**config.mk**
```make
export PLATFORM = sky130hd
export DESIGN_NAME = knn_sum_tree
export DESIGN_NICKNAME = d
export VERILOG_FILES = /design/src/rtl/knn_pkg.sv /design/src/rtl/knn_sum_tree.sv
export SDC_FILE = /design/constraint.sdc
export NUM_CORES = 1
export LEC_CHECK = 0
export BUFFER_PORTS_ARGS = -buffer_cell sky130_fd_sc_hd__buf_2
export CORE_UTILIZATION = 35
export CTS_BUF_LIST = sky130_fd_sc_hd__clkbuf_8
export CTS_CLUSTER_SIZE = 24
export DETAILED_ROUTE_END_ITERATION = 8
export HOLD_SLACK_MARGIN = 0.02
export PLACE_DENSITY = 0.58
export SLEW_MARGIN = 20
export SYNTH_ARGS = -nofsm -noshare
export SYNTH_HDL_FRONTEND = slang
export SYNTH_SLANG_ARGS = --single-unit
export TNS_END_PERCENT = 1
```
**constraint.sdc**
```tcl
create_clock -name clk -period 4.18 [get_ports clk]
set_input_delay 0.418 -clock clk [delete_from_list [all_inputs] [get_ports clk]]
set_output_delay 0.418 -clock clk [all_outputs]
set_load 0.1 [all_outputs]
```
**src/rtl/knn_pkg.sv**
```systemverilog
// Shared constants, payload types and helpers for the k-nearest-neighbor insert unit.
`default_nettype none

package knn_pkg;

    localparam int MAX_DIMS      = 8;
    localparam int MAX_NEIGHBORS = 16;
    localparam int COORD_BITS    = 16;
    localparam int ID_BITS       = 24;

    localparam int FUNC_BITS = 2;
    localparam int DIMS_BITS = 4;
    localparam int K_BITS    = 5;
    localparam int RANK_BITS = 4;
    localparam int CFG_BITS  = 5;
    localparam int SQ_BITS   = 2 * COORD_BITS;
    localparam int PAIR_BITS = SQ_BITS + 1;
    localparam int DIST_BITS = 35;
    localparam int PAIRS     = MAX_DIMS / 2;

    typedef enum logic [FUNC_BITS-1:0] {
        FUNC_QUERY  = 2'd0,
        FUNC_CAND   = 2'd1,
        FUNC_REPORT = 2'd2
    } func_t;

    localparam logic CFG_DIMS      = 1'b0;
    localparam logic CFG_NEIGHBORS = 1'b1;

    typedef struct packed {
        logic [FUNC_BITS-1:0]         func;
        logic [ID_BITS-1:0]           point_id;
        logic signed [COORD_BITS-1:0] coord0;
        logic signed [COORD_BITS-1:0] coord1;
        logic signed [COORD_BITS-1:0] coord2;
        logic signed [COORD_BITS-1:0] coord3;
        logic signed [COORD_BITS-1:0] coord4;
        logic signed [COORD_BITS-1:0] coord5;
        logic signed [COORD_BITS-1:0] coord6;
        logic signed [COORD_BITS-1:0] coord7;
    } knn_item_t;

    typedef struct packed {
        logic [RANK_BITS-1:0] rank;
        logic [ID_BITS-1:0]   neighbor_id;
        logic [DIST_BITS-1:0] neighbor_sq_dist;
        logic                 neighbor_valid;
        logic                 last;
    } knn_result_t;

    typedef struct packed {
        logic                 valid;
        logic [ID_BITS-1:0]   id;
        logic [DIST_BITS-1:0] sq_dist;
    } knn_entry_t;

    // A register value of zero counts as one, values above the maximum as the maximum.
    function automatic logic [DIMS_BITS-1:0] eff_dims(input logic [DIMS_BITS-1:0] value);
        logic [DIMS_BITS-1:0] res;
        res = value;
        if (value == '0)
            res = DIMS_BITS'(1);
        else if (value > DIMS_BITS'(MAX_DIMS))
            res = DIMS_BITS'(MAX_DIMS);
        return res;
    endfunction

    function automatic logic [K_BITS-1:0] eff_k(input logic [K_BITS-1:0] value);
        logic [K_BITS-1:0] res;
        res = value;
        if (value == '0)
            res = K_BITS'(1);
        else if (value > K_BITS'(MAX_NEIGHBORS))
            res = K_BITS'(MAX_NEIGHBORS);
        return res;
    endfunction

endpackage

`default_nettype wire

```
**src/rtl/knn_sum_tree.sv**
```systemverilog
// Two-level registered adder tree that merges the lane squares into one distance.
`default_nettype none

module knn_sum_tree
    import knn_pkg::*;
(
    input  logic                 clk,
    input  logic                 advance,
    input  logic [SQ_BITS-1:0]   sq [MAX_DIMS],
    output logic [DIST_BITS-1:0] dist_reg
);

    logic [PAIR_BITS-1:0] pair_reg  [PAIRS];
    logic [PAIR_BITS-1:0] pair_next [PAIRS];
    logic [DIST_BITS-1:0] dist_next;

    always_comb
    begin
        for (int i = 0; i < PAIRS; i++)
            pair_next[i] = PAIR_BITS'(sq[2*i]) + PAIR_BITS'(sq[2*i+1]);
        dist_next = '0;
        for (int i = 0; i < PAIRS; i++)
            dist_next = dist_next + DIST_BITS'(pair_reg[i]);
    end

    always_ff @(posedge clk)
    begin
        if (advance)
        begin
            pair_reg <= pair_next;
            dist_reg <= dist_next;
        end
    end

endmodule

`default_nettype wire

```
== Word-level counts from Yosys, hierarchy flattened ==
Cells that the tools add are included.

* Register bits: 167
* Latch bits: 0
* Memory bits (writable): 0
* Memory bits (read-only): 0
* Bits of input ports: 258
* Output and inout bits: 35
* Logic and storage cells: 12
* Memories: 0

* $add $sub $neg: 7
* Multiply operators: 0
* Divide/modulo/power cells: 0
* $lt $le $gt $ge: 0
* Equality and inequality tests: 0
* Shift operators: 0
* Multiplexer cells: 0
* Bitwise gates (word level): 0
* Reduce and logical (&&, ||, !) cells: 0

{| class="wikitable"
|+ Operators with widths
! operator !! number
|-
| $add 32x32->33 || 4
|-
| $add 34x33->35 || 1
|-
| $add 35x33->35 || 1
|-
| $add 33x33->34 || 1
|}

== Depth between registers and ports, before layout ==
Gate-level depths: netlist (run 1).

* Word-level depth: 3
* Gate-level depth with buffers: 16
* Gate-level depth less buffers: 16

== Worst setup path after synthesis (run 1) ==
Ideal clock, no wire load.

* Kind: reg2reg
* Start: reg pair_reg[1] (netlist name)
* End: reg dist_reg[33] (data pin)
* Library setup time: 0.274 ns
* Arrival: 3.621 ns
* Required time: 3.906 ns
* Slack: 0.286 ns
* Cell stages (with the launch flop): 17
* Path buffers: 0
* Clock period less this slack: 3.894 ns
* Cell sequence: edfxtp_1 inv_1 fa_1 fa_1 inv_1 ha_1 inv_1 fa_1 nor2b_1 o21ai_1 a21oi_1 o41a_1 a31oi_1 a21oi_1 a41oi_1 o41ai_1 xor2_1

* Cells in the longest elaborated chain, start to end: 1

{| class="wikitable"
|+ RTL lines
! item !! line !! text
|-
| from (decl) || knn_sum_tree.sv:13 || <nowiki>logic [PAIR_BITS-1:0] pair_reg [PAIRS];</nowiki>
|-
| from (signal assigned) || knn_sum_tree.sv:30 || <nowiki>pair_reg <= pair_next;</nowiki>
|-
| $add 35x33->35 || knn_sum_tree.sv:23 || <nowiki>dist_next = dist_next + DIST_BITS'(pair_reg[i]);</nowiki>
|-
| net dist_next[33] || knn_sum_tree.sv:15 || <nowiki>logic [DIST_BITS-1:0] dist_next;</nowiki>
|-
| to (signal assigned) || knn_sum_tree.sv:31 || <nowiki>dist_reg <= dist_next;</nowiki>
|-
| to (decl) || knn_sum_tree.sv:10 || <nowiki>output logic [DIST_BITS-1:0] dist_reg</nowiki>
|}

The timed path passes the listed nets, and every way through them passes these cells.
A chain may end at the register's enable or synchronous reset.

== Final worst setup path (run 1) ==
Ends and elaborated chain as after synthesis.

==> run metrics, run 1 <==
H-tree Lvls 4; Syn-to-layout area delta 18.3%; initial antenna violation count 6; synthesized flop and latch total 167; RSZ-0062 raised after global routing yes; final WL 40.8 mm; WHS Path Cells 2; Fmax 248 MHz; first-pass GRT wire length 62.2 mm; total gr overflow 0; DR vias/cell 4.99; max FFs per register 132; die area 42,800 um2; Clock Latency Late Sink 480 ps; R2R Path End dist_reg[33]; CP Capture Type flip-flop; design area 17,400 um2; most common cell after layout, fill and taps aside buf_2; Remaining DRCs 5; met3 Resource Use GR 0.0259; Pre-antenna DRT Iters 9; worst setup slack after layout 154 ps; cell count after synthesis 1,474; Hold Path End pair_reg[33]; Top Usage Layer GRT met2; synthesized area 14,700 um2; vias post-DR 11,630; vias in the first global route 11,440; Slew headroom 0.436; Hold Crit Start sq[96]; sequential cell area fraction in the yosys report 0.341; layout cells sized above 1 0.201; crit-path max FO 3; Initial Utilization 0.358; clock sink count 167; VDD IR max 0.461 mV; period utilization 0.963; failing checks design-rule violations; maxcap violations 0; CP Data Arrival Time 4230 ps; status finished, violations left; PortBufs 292; commonest register cell after synthesis edfxtp_1; Worst Setup Path Type reg2reg; synthesized area per cell 9.97 um2; Slew @ Worst Pin 839 ps; commonest cells after routing, fill and taps aside 291 x buf_2, 230 x inv_1, 167 x edfxtp_1; Ports 293; Final Hold Fails 0; row cnt 74; final setup fails 0; Critical R2R Launch pair_reg[1]; Chip Height 207 um; cts bufs inserted 17; routing usage on met1 0.280; Final Skew 15.9 ps; Chip Width 207 um; Mapped Nets 1,964; fin nets 2,273; largest net degree at the start of global routing 77; DRT antenna net count 0; Reg2Reg Setup Slack 150 ps; Post-synth EDFFs 167; CTS Hold Buffers Added 0; Ys Warns 0; pwr dens 648 nW/um2; maximum clock path buffer count 2; total track usage 0.193; half-perimeter wire length after placement 34.7 mm; Leakage 8.24 nW; WP data required 4390 ps; Hold WC Path Type in2reg; Clock Tree Root clkbuf_8; routed len/inst 17.5 um; initial DRC count 700; Synth cell types 66; crit path time final 4030 ps; Max Slew Vio Count 0; core area 41,100 um2; CTS clk-pin slew, worst paths 90 ps; Tot Pwr 0.0113 W; worst reg2reg path depth 16; CTS tree built; pre-CTS WS -53.6 ps; placed cell areas 16,900 um2; fraction of registers with async set/reset 0; CP Launch Type flip-flop; Placer Congestion 0.934; GR Layer Usage met2 0.296
## cells by family (layout without fill, tap and decap cells)
logic type / after synthesis / count (layout) / share of synthesized area
AO/OA/AOI/OAI: 401 / 401 / 0.185
XOR/XNOR: 134 / 134 / 0.0799
adder cells (fa/ha/maj): 232 / 232 / 0.233
buffers and inverters: 240 / 561 / 0.0613
flip-flops: 167 / 167 / 0.341
multiplexers: 3 / 3 / 0.00204
other: 0 / 3 / 0
AND/OR/NAND/NOR: 297 / 297 / 0.0975
## layer usage
layer | routed length [um] | vias to the layer above
li1 | - | 5866
met1 | 20300 | 5399
met2 | 18000 | 313
met3 | 1680 | 46
met4 | 841 | 6
met5 | 41 | -
## power breakdown
| part | total [W] | switching, W | internal, W |
|---|---|---|---|
| registers | 0.00276 | 0.000159 | 0.00260 |
| clock network | 0.00133 | 0.000623 | 0.000705 |
| logic | 0.00718 | 0.00461 | 0.00257 |
## worst max-delay path by stage
stage | start | endpoint | cells after the start
2_1_floorplan | pair_reg[1] | dist_reg[33] | 16
3_3_place_gp | pair_reg[0] | dist_reg[33] | 16
3_5_place_dp | pair_reg[0] | dist_reg[33] | 16
4_1_cts | pair_reg[34] | dist_reg[31] | 16
5_1_grt | pair_reg[37] | dist_reg[32] | 14
6_report | pair_reg[1] | dist_reg[33] | 16
## cell usage after synthesis (all sizes together), types with 4 or more instances
library cell	count	area, um2
a2111oi	6	58.8
a211o	4	35.0
a211oi	18	140
a21boi	5	37.5
a21o	78	586
a21oi	114	571
a221oi	8	82.6
a31oi	10	62.6
and2	7	43.8
and3	9	56.3
and4	5	43.8
clkbuf	11	41.3
edfxtp	167	5010
fa	70	1400
ha	162	2030
inv	229	860
nand2	74	278
nand2b	16	100
nand3	28	140
nand4	15	93.8
nor2	85	319
nor2b	14	87.6
nor3	20	100
o211ai	11	82.6
o21a	21	158
o21ai	61	305
o21bai	16	120
o311ai	7	68.8
o31a	4	35.0
o31ai	7	71.3
o41ai	5	51.3
or3	7	43.8
xnor2	90	788
xor2	44	385
## through the flow
step                      hold WS [ps]  cells  setup TNS [ps]   util
after global placement             677   2294               0  0.410
after CTS                          212   2325               0  0.421
final                              242   2330               0  0.423
after global routing               215   2330            -172  0.423
after detailed placement           655   2294           -59.8  0.410
after floorplan                    526   1474               0      -
## timing repair
action                                 4_1_cts  5_1_grt
setup endpoints to repair                    2        9
buffers inserted                             0        2
endpoints found under the hold margin        0        0
pin swaps                                    0        8
gates resized for setup                      3       13
## critical path, cell delays in order (launching register included)
cell and delay (ps):
edfxtp_1 330, inv_1 60, fa_1 550, fa_1 410, inv_1 70, ha_2 190
inv_1 60, fa_2 410, nor2b_2 140, o21ai_2 80, a21oi_2 150, o41a_1 240
a31oi_2 150, a21oi_2 230, a41oi_2 180, o41ai_2 400, xor2_1 100
## cell type report
type / count / area [um2]
well taps: 532 / 666
clock buffers: 17 / 234
multi-input cells: 1067 / 8850
inverters: 229 / 860
flip-flops and latches: 167 / 5010
fillers: 4101 / 23700
diodes: 3 / 7.51
clock inverters: 14 / 209
repair buffers: 301 / 1550
Note: power is estimated with default switching activity, not from simulation.
==> run 2, diff against run 1 <==
--- a/config.mk
+++ b/config.mk
@@ -12,6 +12,7 @@
 export DETAILED_ROUTE_END_ITERATION = 8
 export HOLD_SLACK_MARGIN = 0.02
 export PLACE_DENSITY = 0.58
+export RECOVER_POWER = 50
 export SLEW_MARGIN = 20
 export SYNTH_ARGS = -nofsm -noshare
 export SYNTH_HDL_FRONTEND = slang
==> run 2 against run 1 <==
The flow finishes with violations (design-rule violations, max-capacitance violations, max-slew violations). Routed wire length is 0.23% lower. Combinational power is essentially flat. Clock power is essentially flat. Cell area down 0.15%. Power down 0.11%.
==> run metrics, run 2 (synthesis results as in run 1) <==
Remaining DRCs 5 (unchanged); core area 41,100 um2 (unchanged); worst reg2reg path depth 16 (unchanged); switching part of the total 0.478 (about the same); Reg2Reg Setup Slack 160 ps (about the same); crit path launch pair_reg[1]; CP Data Arrival Time 4220 ps (about the same); CP Launch Type flip-flop; vias in the first global route 11,440 (unchanged); CP Capture Type flip-flop; max FFs per register 132 (unchanged); Placer Congestion 0.934 (unchanged); cts bufs inserted 17 (unchanged); Initial Utilization 0.358 (unchanged); period utilization 0.961 (-0.00255); Worst Setup Path Type reg2reg; H-tree Lvls 4 (unchanged); placed insts 2,294 (unchanged); Final Skew 15.8 ps (-0.0741 ps); Cell Count, Final, Fillers Out 2,330 (unchanged); total gr overflow 0 (unchanged); final WL 40.7 mm (-0.23%); net switching power 0.00538 W (-0.20%); delay-heaviest family, CP adder cells; Critical R2R Launch pair_reg[1]; Clock Tree Root clkbuf_8; critical path endpoint dist_reg[33]; Buf+Inv Stages, Crit Path 3 (unchanged); GR Layer Usage met2 0.296 (unchanged); clock sink count 167 (unchanged); layout cells sized above 1 0.199 (-0.00223); Slew headroom -0.731 (-1.17); half-perimeter wire length after placement 34.7 mm (unchanged); clock power share 0.118 (about the same); CTS tree built; RSZ-0062 raised after global routing yes; PortBufs 292 (unchanged); placed cell areas 16,900 um2 (unchanged); sequential cell fraction of total power 0.246 (about the same); status finished, violations left; Tot Pwr 0.0113 W (-0.11%); Clock Latency Late Sink 480 ps (about the same); Pre-antenna DRT Iters 9 (unchanged); commonest cells after routing, fill and taps aside 288 x buf_2, 230 x inv_1, 167 x edfxtp_1; combinational group share of total power 0.637 (about the same); Final Hold Fails 0 (unchanged); fin nets 2,273 (unchanged); routed len/inst 17.5 um (-0.23%); Fmax 249 MHz (+0.27%); CP cell instances inv_1, fa_1, fa_1, inv_1, ha_2, inv_1, fa_2, nor2b_2, o21ai_2, a21oi_2, o41a_1, a31oi_2, a21oi_2, a41oi_2, o41ai_2, xor2_1; vias post-DR 11,635 (+0.043%); Top Usage Layer GRT met2; maxcap violations 1 (+1); VDD IR max 0.461 mV (about the same); Max Slew Vio Count 48 (+48); Ports 293 (unchanged); Hold WC Path Type in2reg; initial DRC count 693 (-1.0%); maximum clock path buffer count 2 (unchanged); pwr dens 648 nW/um2 (about the same); DRT antenna net count 0 (unchanged); total track usage 0.193 (unchanged); first-pass GRT wire length 62.2 mm (unchanged); most frequent CP cell inv_1; Worst path slowest cell fa_1; Pint 0.00588 W (about the same); DR vias/cell 4.99 (about the same); most common cell after layout, fill and taps aside buf_2; design area 17,400 um2 (-0.15%); crit-path max FO 3 (unchanged); row cnt 74 (unchanged); Chip Width 207 um (unchanged); Filler Cells Inserted 4,105 (+0.098%); slowest stage delay, CP 550 ps (about the same); initial antenna violation count 6 (unchanged); Chip Height 207 um (unchanged); CTS clk-pin slew, worst paths 90 ps (about the same); R2R Path End dist_reg[33]; worst setup slack after layout 164 ps (+10.7 ps); failing checks design-rule violations, max-capacitance violations, max-slew violations; met3 Resource Use GR 0.0259 (unchanged); CTS Hold Buffers Added 0 (unchanged); Critical Path Stages 16 (unchanged); final setup fails 0 (unchanged); crit path time final 4020 ps (-10.7 ps); Syn-to-layout area delta 18.1%; routing usage on met1 0.280 (unchanged); WP data required 4390 ps (about the same); Slew @ Worst Pin 2600 ps (+1760 ps); largest net degree at the start of global routing 77 (unchanged); die area 42,800 um2 (unchanged); Leakage 8.22 nW (-0.23%); pre-CTS WS -53.6 ps (unchanged)
run 2: cell count changes in the layout (fill, tap and decap cells not counted):
| cell | before | now |
|---|---|---|
| buf_4 | 8 | 7 |
| clkbuf_1 | 0 | 4 |
| buf_12 | 1 | 0 |
| clkbuf_2 | 0 | 1 |
| buf_2 | 291 | 288 |
| clkbuf_4 | 0 | 1 |
| buf_6 | 1 | 0 |
run 2: how the worst min path moves through the flow:
stage / from / to / slack (ps) / depth (start not counted)
floorplan: pair_reg[99] / dist_reg[0] / 530 / 1
finish: sq[96] / pair_reg[33] / 240 / 2
global placement: pair_reg[99] / dist_reg[0] / 680 / 1
global route: sq[96] / pair_reg[33] / 210 / 2
CTS: sq[96] / pair_reg[33] / 210 / 2
detailed placement: pair_reg[99] / dist_reg[0] / 660 / 1
run 2: power by group through the flow:
| stage | sequential [W] | clock [W] | combinational (W) |
|---|---|---|---|
| floorplan | 0.00402 | 0 | 0.00411 |
| global placement | 0.00281 | 0 | 0.00687 |
| detailed placement | 0.00281 | 0 | 0.00694 |
| CTS | 0.00278 | 0.00137 | 0.00702 |
| global route | 0.00281 | 0.00143 | 0.00791 |
| finish | 0.00276 | 0.00133 | 0.00716 |
run 2: metrics by stage:
step	TNS [ps]	utilization	hold WS [ps]
after floorplan	0	-	526
after global placement	0	0.410	677
after detailed placement	-59.8	0.410	655
after CTS	0	0.421	212
after global routing	-172	0.422	215
final	0	0.422	243
run 2: metal layers:
metal	vias up	share of wire	wire, um
li1	5867	-	-
met4	6	0.021	860
met3	49	0.041	1690
met1	5401	0.49	20100
met2	312	0.44	18000
met5	-	0.0010	41
run 2: area by class of cell:
cell class	count	area [um2]	area share
sequential	167	5010	0.289
clock inverter	14	209	0.0120
timing repair buffer	301	1520	0.0876
tap	532	666	0.0383
clock buffer	17	234	0.0135
multi-input combinational	1067	8850	0.510
antenna	3	7.51	0.000432
inverter	229	860	0.0495
run 2: timing repair:
item,4_1_cts,5_1_grt
pin swaps,0,8
endpoints found under the setup margin,2,9
resized for setup,3,13
buffers inserted,0,2
cloned,0,0
run 2: worst reg2reg max path, cell delays in order, from the launching register on:
cell      delay (ps)
edfxtp_1         330
inv_1             60
fa_1             550
fa_1             410
inv_1             70
ha_2             190
inv_1             70
fa_2             410
nor2b_2          140
o21ai_2           80
a21oi_2          150
o41a_1           230
a31oi_2          150
a21oi_2          230
a41oi_2          180
o41ai_2          400
xor2_1           100
==> run 3, diff against run 2 <==
--- a/config.mk
+++ b/config.mk
@@ -5,7 +5,7 @@
 export SDC_FILE = /design/constraint.sdc
 export NUM_CORES = 1
 export LEC_CHECK = 0
-export BUFFER_PORTS_ARGS = -buffer_cell sky130_fd_sc_hd__buf_2
+export BUFFER_PORTS_ARGS = -buffer_cell sky130_fd_sc_hd__buf_4
 export CORE_UTILIZATION = 35
 export CTS_BUF_LIST = sky130_fd_sc_hd__clkbuf_8
 export CTS_CLUSTER_SIZE = 24
==> run 3 against run 2 <==
The flow still finishes with violations (design-rule violations, max-capacitance violations, max-slew violations). Routed wire length is 1.7% higher. Power up 0.66%. Worst setup slack got worse by 22 ps. Clock-buffer cell count stayed put. Critical path depth did not move. Clock power decreased by 11%. Sequential power hardly changed. Largest power group unchanged. Highest routed layer unchanged.
==> run metrics, run 3 (synthesis results as in run 1) <==
Max Slew Vio Count 51 (+6.3%); Worst path slowest cell fa_1; R2R Path End dist_reg[31]; largest net degree at the start of global routing 114 (+48%); CP Capture Type flip-flop; total track usage 0.193 (about the same); CTS tree built; pwr dens 628 nW/um2 (-3.2%); Pre-antenna DRT Iters 9 (unchanged); Clock Latency Late Sink 470 ps (about the same); most common cell after layout, fill and taps aside buf_4; CP cell instances inv_1, fa_1, fa_1, inv_1, ha_2, inv_1, fa_1, nor2b_1, o21ai_2, a21oi_2, o41a_1, a31oi_2, a21oi_2, a41oi_2, or3_1, o311ai_0; initial antenna violation count 4 (-2); Final Skew 10.4 ps (-5.44 ps); die area 42,800 um2 (unchanged); WP data required 4450 ps (+60 ps); maximum clock path buffer count 2 (unchanged); max FFs per register 132 (unchanged); CTS clk-pin slew, worst paths 90 ps (about the same); layout cells sized above 1 0.200 (+0.00134); Ports 293 (unchanged); Leakage 8.45 nW (+2.8%); setup TNS 0 ps (unchanged); Clock Tree Root clkbuf_8; failing checks design-rule violations, max-capacitance violations, max-slew violations; cts bufs inserted 17 (unchanged); PortBufs 292 (unchanged); Fmax 248 MHz (-0.55%); crit path time final 4040 ps (+22.1 ps); Reg2Reg Setup Slack 140 ps (-20 ps); Critical R2R Launch pair_reg[1]; placed cell areas 17,600 um2 (+4.3%); DRT antenna net count 0 (unchanged); Slew headroom -0.831 (-0.0995); VDD IR max 0.335 mV (-27%); maxcap violations 1 (unchanged); vias post-DR 11,623 (-0.10%); Layout Utilization 0.439 (+0.0166); vias in the first global route 11,344 (-0.84%); clock sink count 167 (unchanged); initial DRC count 719 (+3.8%); CP Launch Type flip-flop; Initial Utilization 0.358 (unchanged); Chip Width 207 um (unchanged); Remaining DRCs 6 (+1); DR vias/cell 4.98 (-0.23%); design area 18,000 um2 (+3.9%); final WL 41.4 mm (+1.7%); worst reg2reg path depth 16 (unchanged); Hold WC Path Type in2reg; Tot Pwr 0.0113 W (+0.66%); first-pass GRT wire length 62.4 mm (+0.22%); Slew @ Worst Pin 2750 ps (+149 ps); Placer Congestion 0.909 (-2.7%); routed len/inst 17.7 um (+1.5%); Final Hold Fails 0 (unchanged); crit path launch pair_reg[1]; core area 41,100 um2 (unchanged); H-tree Lvls 4 (unchanged); status finished, violations left; fin nets 2,275 (+0.088%); Syn-to-layout area delta 22.8%; row cnt 74 (unchanged); period utilization 0.966 (+0.00529); RSZ-0062 raised after global routing yes; total gr overflow 0 (unchanged); commonest cells after routing, fill and taps aside 292 x buf_4, 230 x inv_1, 167 x edfxtp_1; Chip Height 207 um (unchanged); crit-path max FO 3 (unchanged); slowest stage delay, CP 550 ps (about the same); Worst Setup Path Type reg2reg; half-perimeter wire length after placement 34.9 mm (+0.61%); CP Data Arrival Time 4310 ps (+90 ps); critical path endpoint dist_reg[31]; final setup fails 0 (unchanged)
run 3: metal layers:
| layer | up-vias | global-route usage | share of wire |
|---|---|---|---|
| met5 | - | 0 | 0.00031 |
| li1 | 5873 | - | - |
| met2 | 298 | 0.301 | 0.45 |
| met4 | 2 | 0.0464 | 0.014 |
| met1 | 5414 | 0.282 | 0.50 |
| met3 | 36 | 0.0239 | 0.038 |
run 3: how the worst min path moves through the flow:
stage                      start           end  cells after the start
CTS                      sq[224]  pair_reg[99]                      2
floorplan           pair_reg[99]   dist_reg[0]                      1
global placement    pair_reg[99]   dist_reg[0]                      1
global route             sq[224]  pair_reg[99]                      2
detailed placement  pair_reg[99]   dist_reg[0]                      1
finish                   sq[224]  pair_reg[99]                      2
run 3: critical path, delay by kind of cell, from the launching register on:
family          cells  cell delay [ps]
fa+ha+maj           4             1610
compound gates      7             1140
simple gates        2              550
flops               1              330
buf+inv             3              180
run 3: layout make-up:
class	count	area, um2
diodes	3	7.51
clock buffers	17	234
clock inverters	15	151
fillers	4007	23100
inverters	229	860
multi-input cells	1067	8850
flip-flops and latches	167	5010
well taps	532	666
repair buffers	303	2260
run 3: where the power goes:
part,internal (W),switching [W]
Sequential,0.00261,0.000164
Combinational,0.00276,0.00462
Clock,0.000532,0.000647
run 3: stage by stage:
step           instances  hold WS, ps  worst slack, ps
3_5_place_dp        2294          638            -78.0
4_1_cts             2326          205             18.5
5_1_grt             2332          206            -79.2
3_3_place_gp        2294          678             61.4
6_report            2333          235              142
2_1_floorplan       1474          526              286
run 3: repair_timing:
item / CTS / global route
buffers inserted: 0 / 3
pin swaps: 0 / 7
setup endpoints to repair: 1 / 11
hold buffers: 0 / 0
gates resized for setup: 2 / 11
endpoints found under the hold margin: 0 / 0
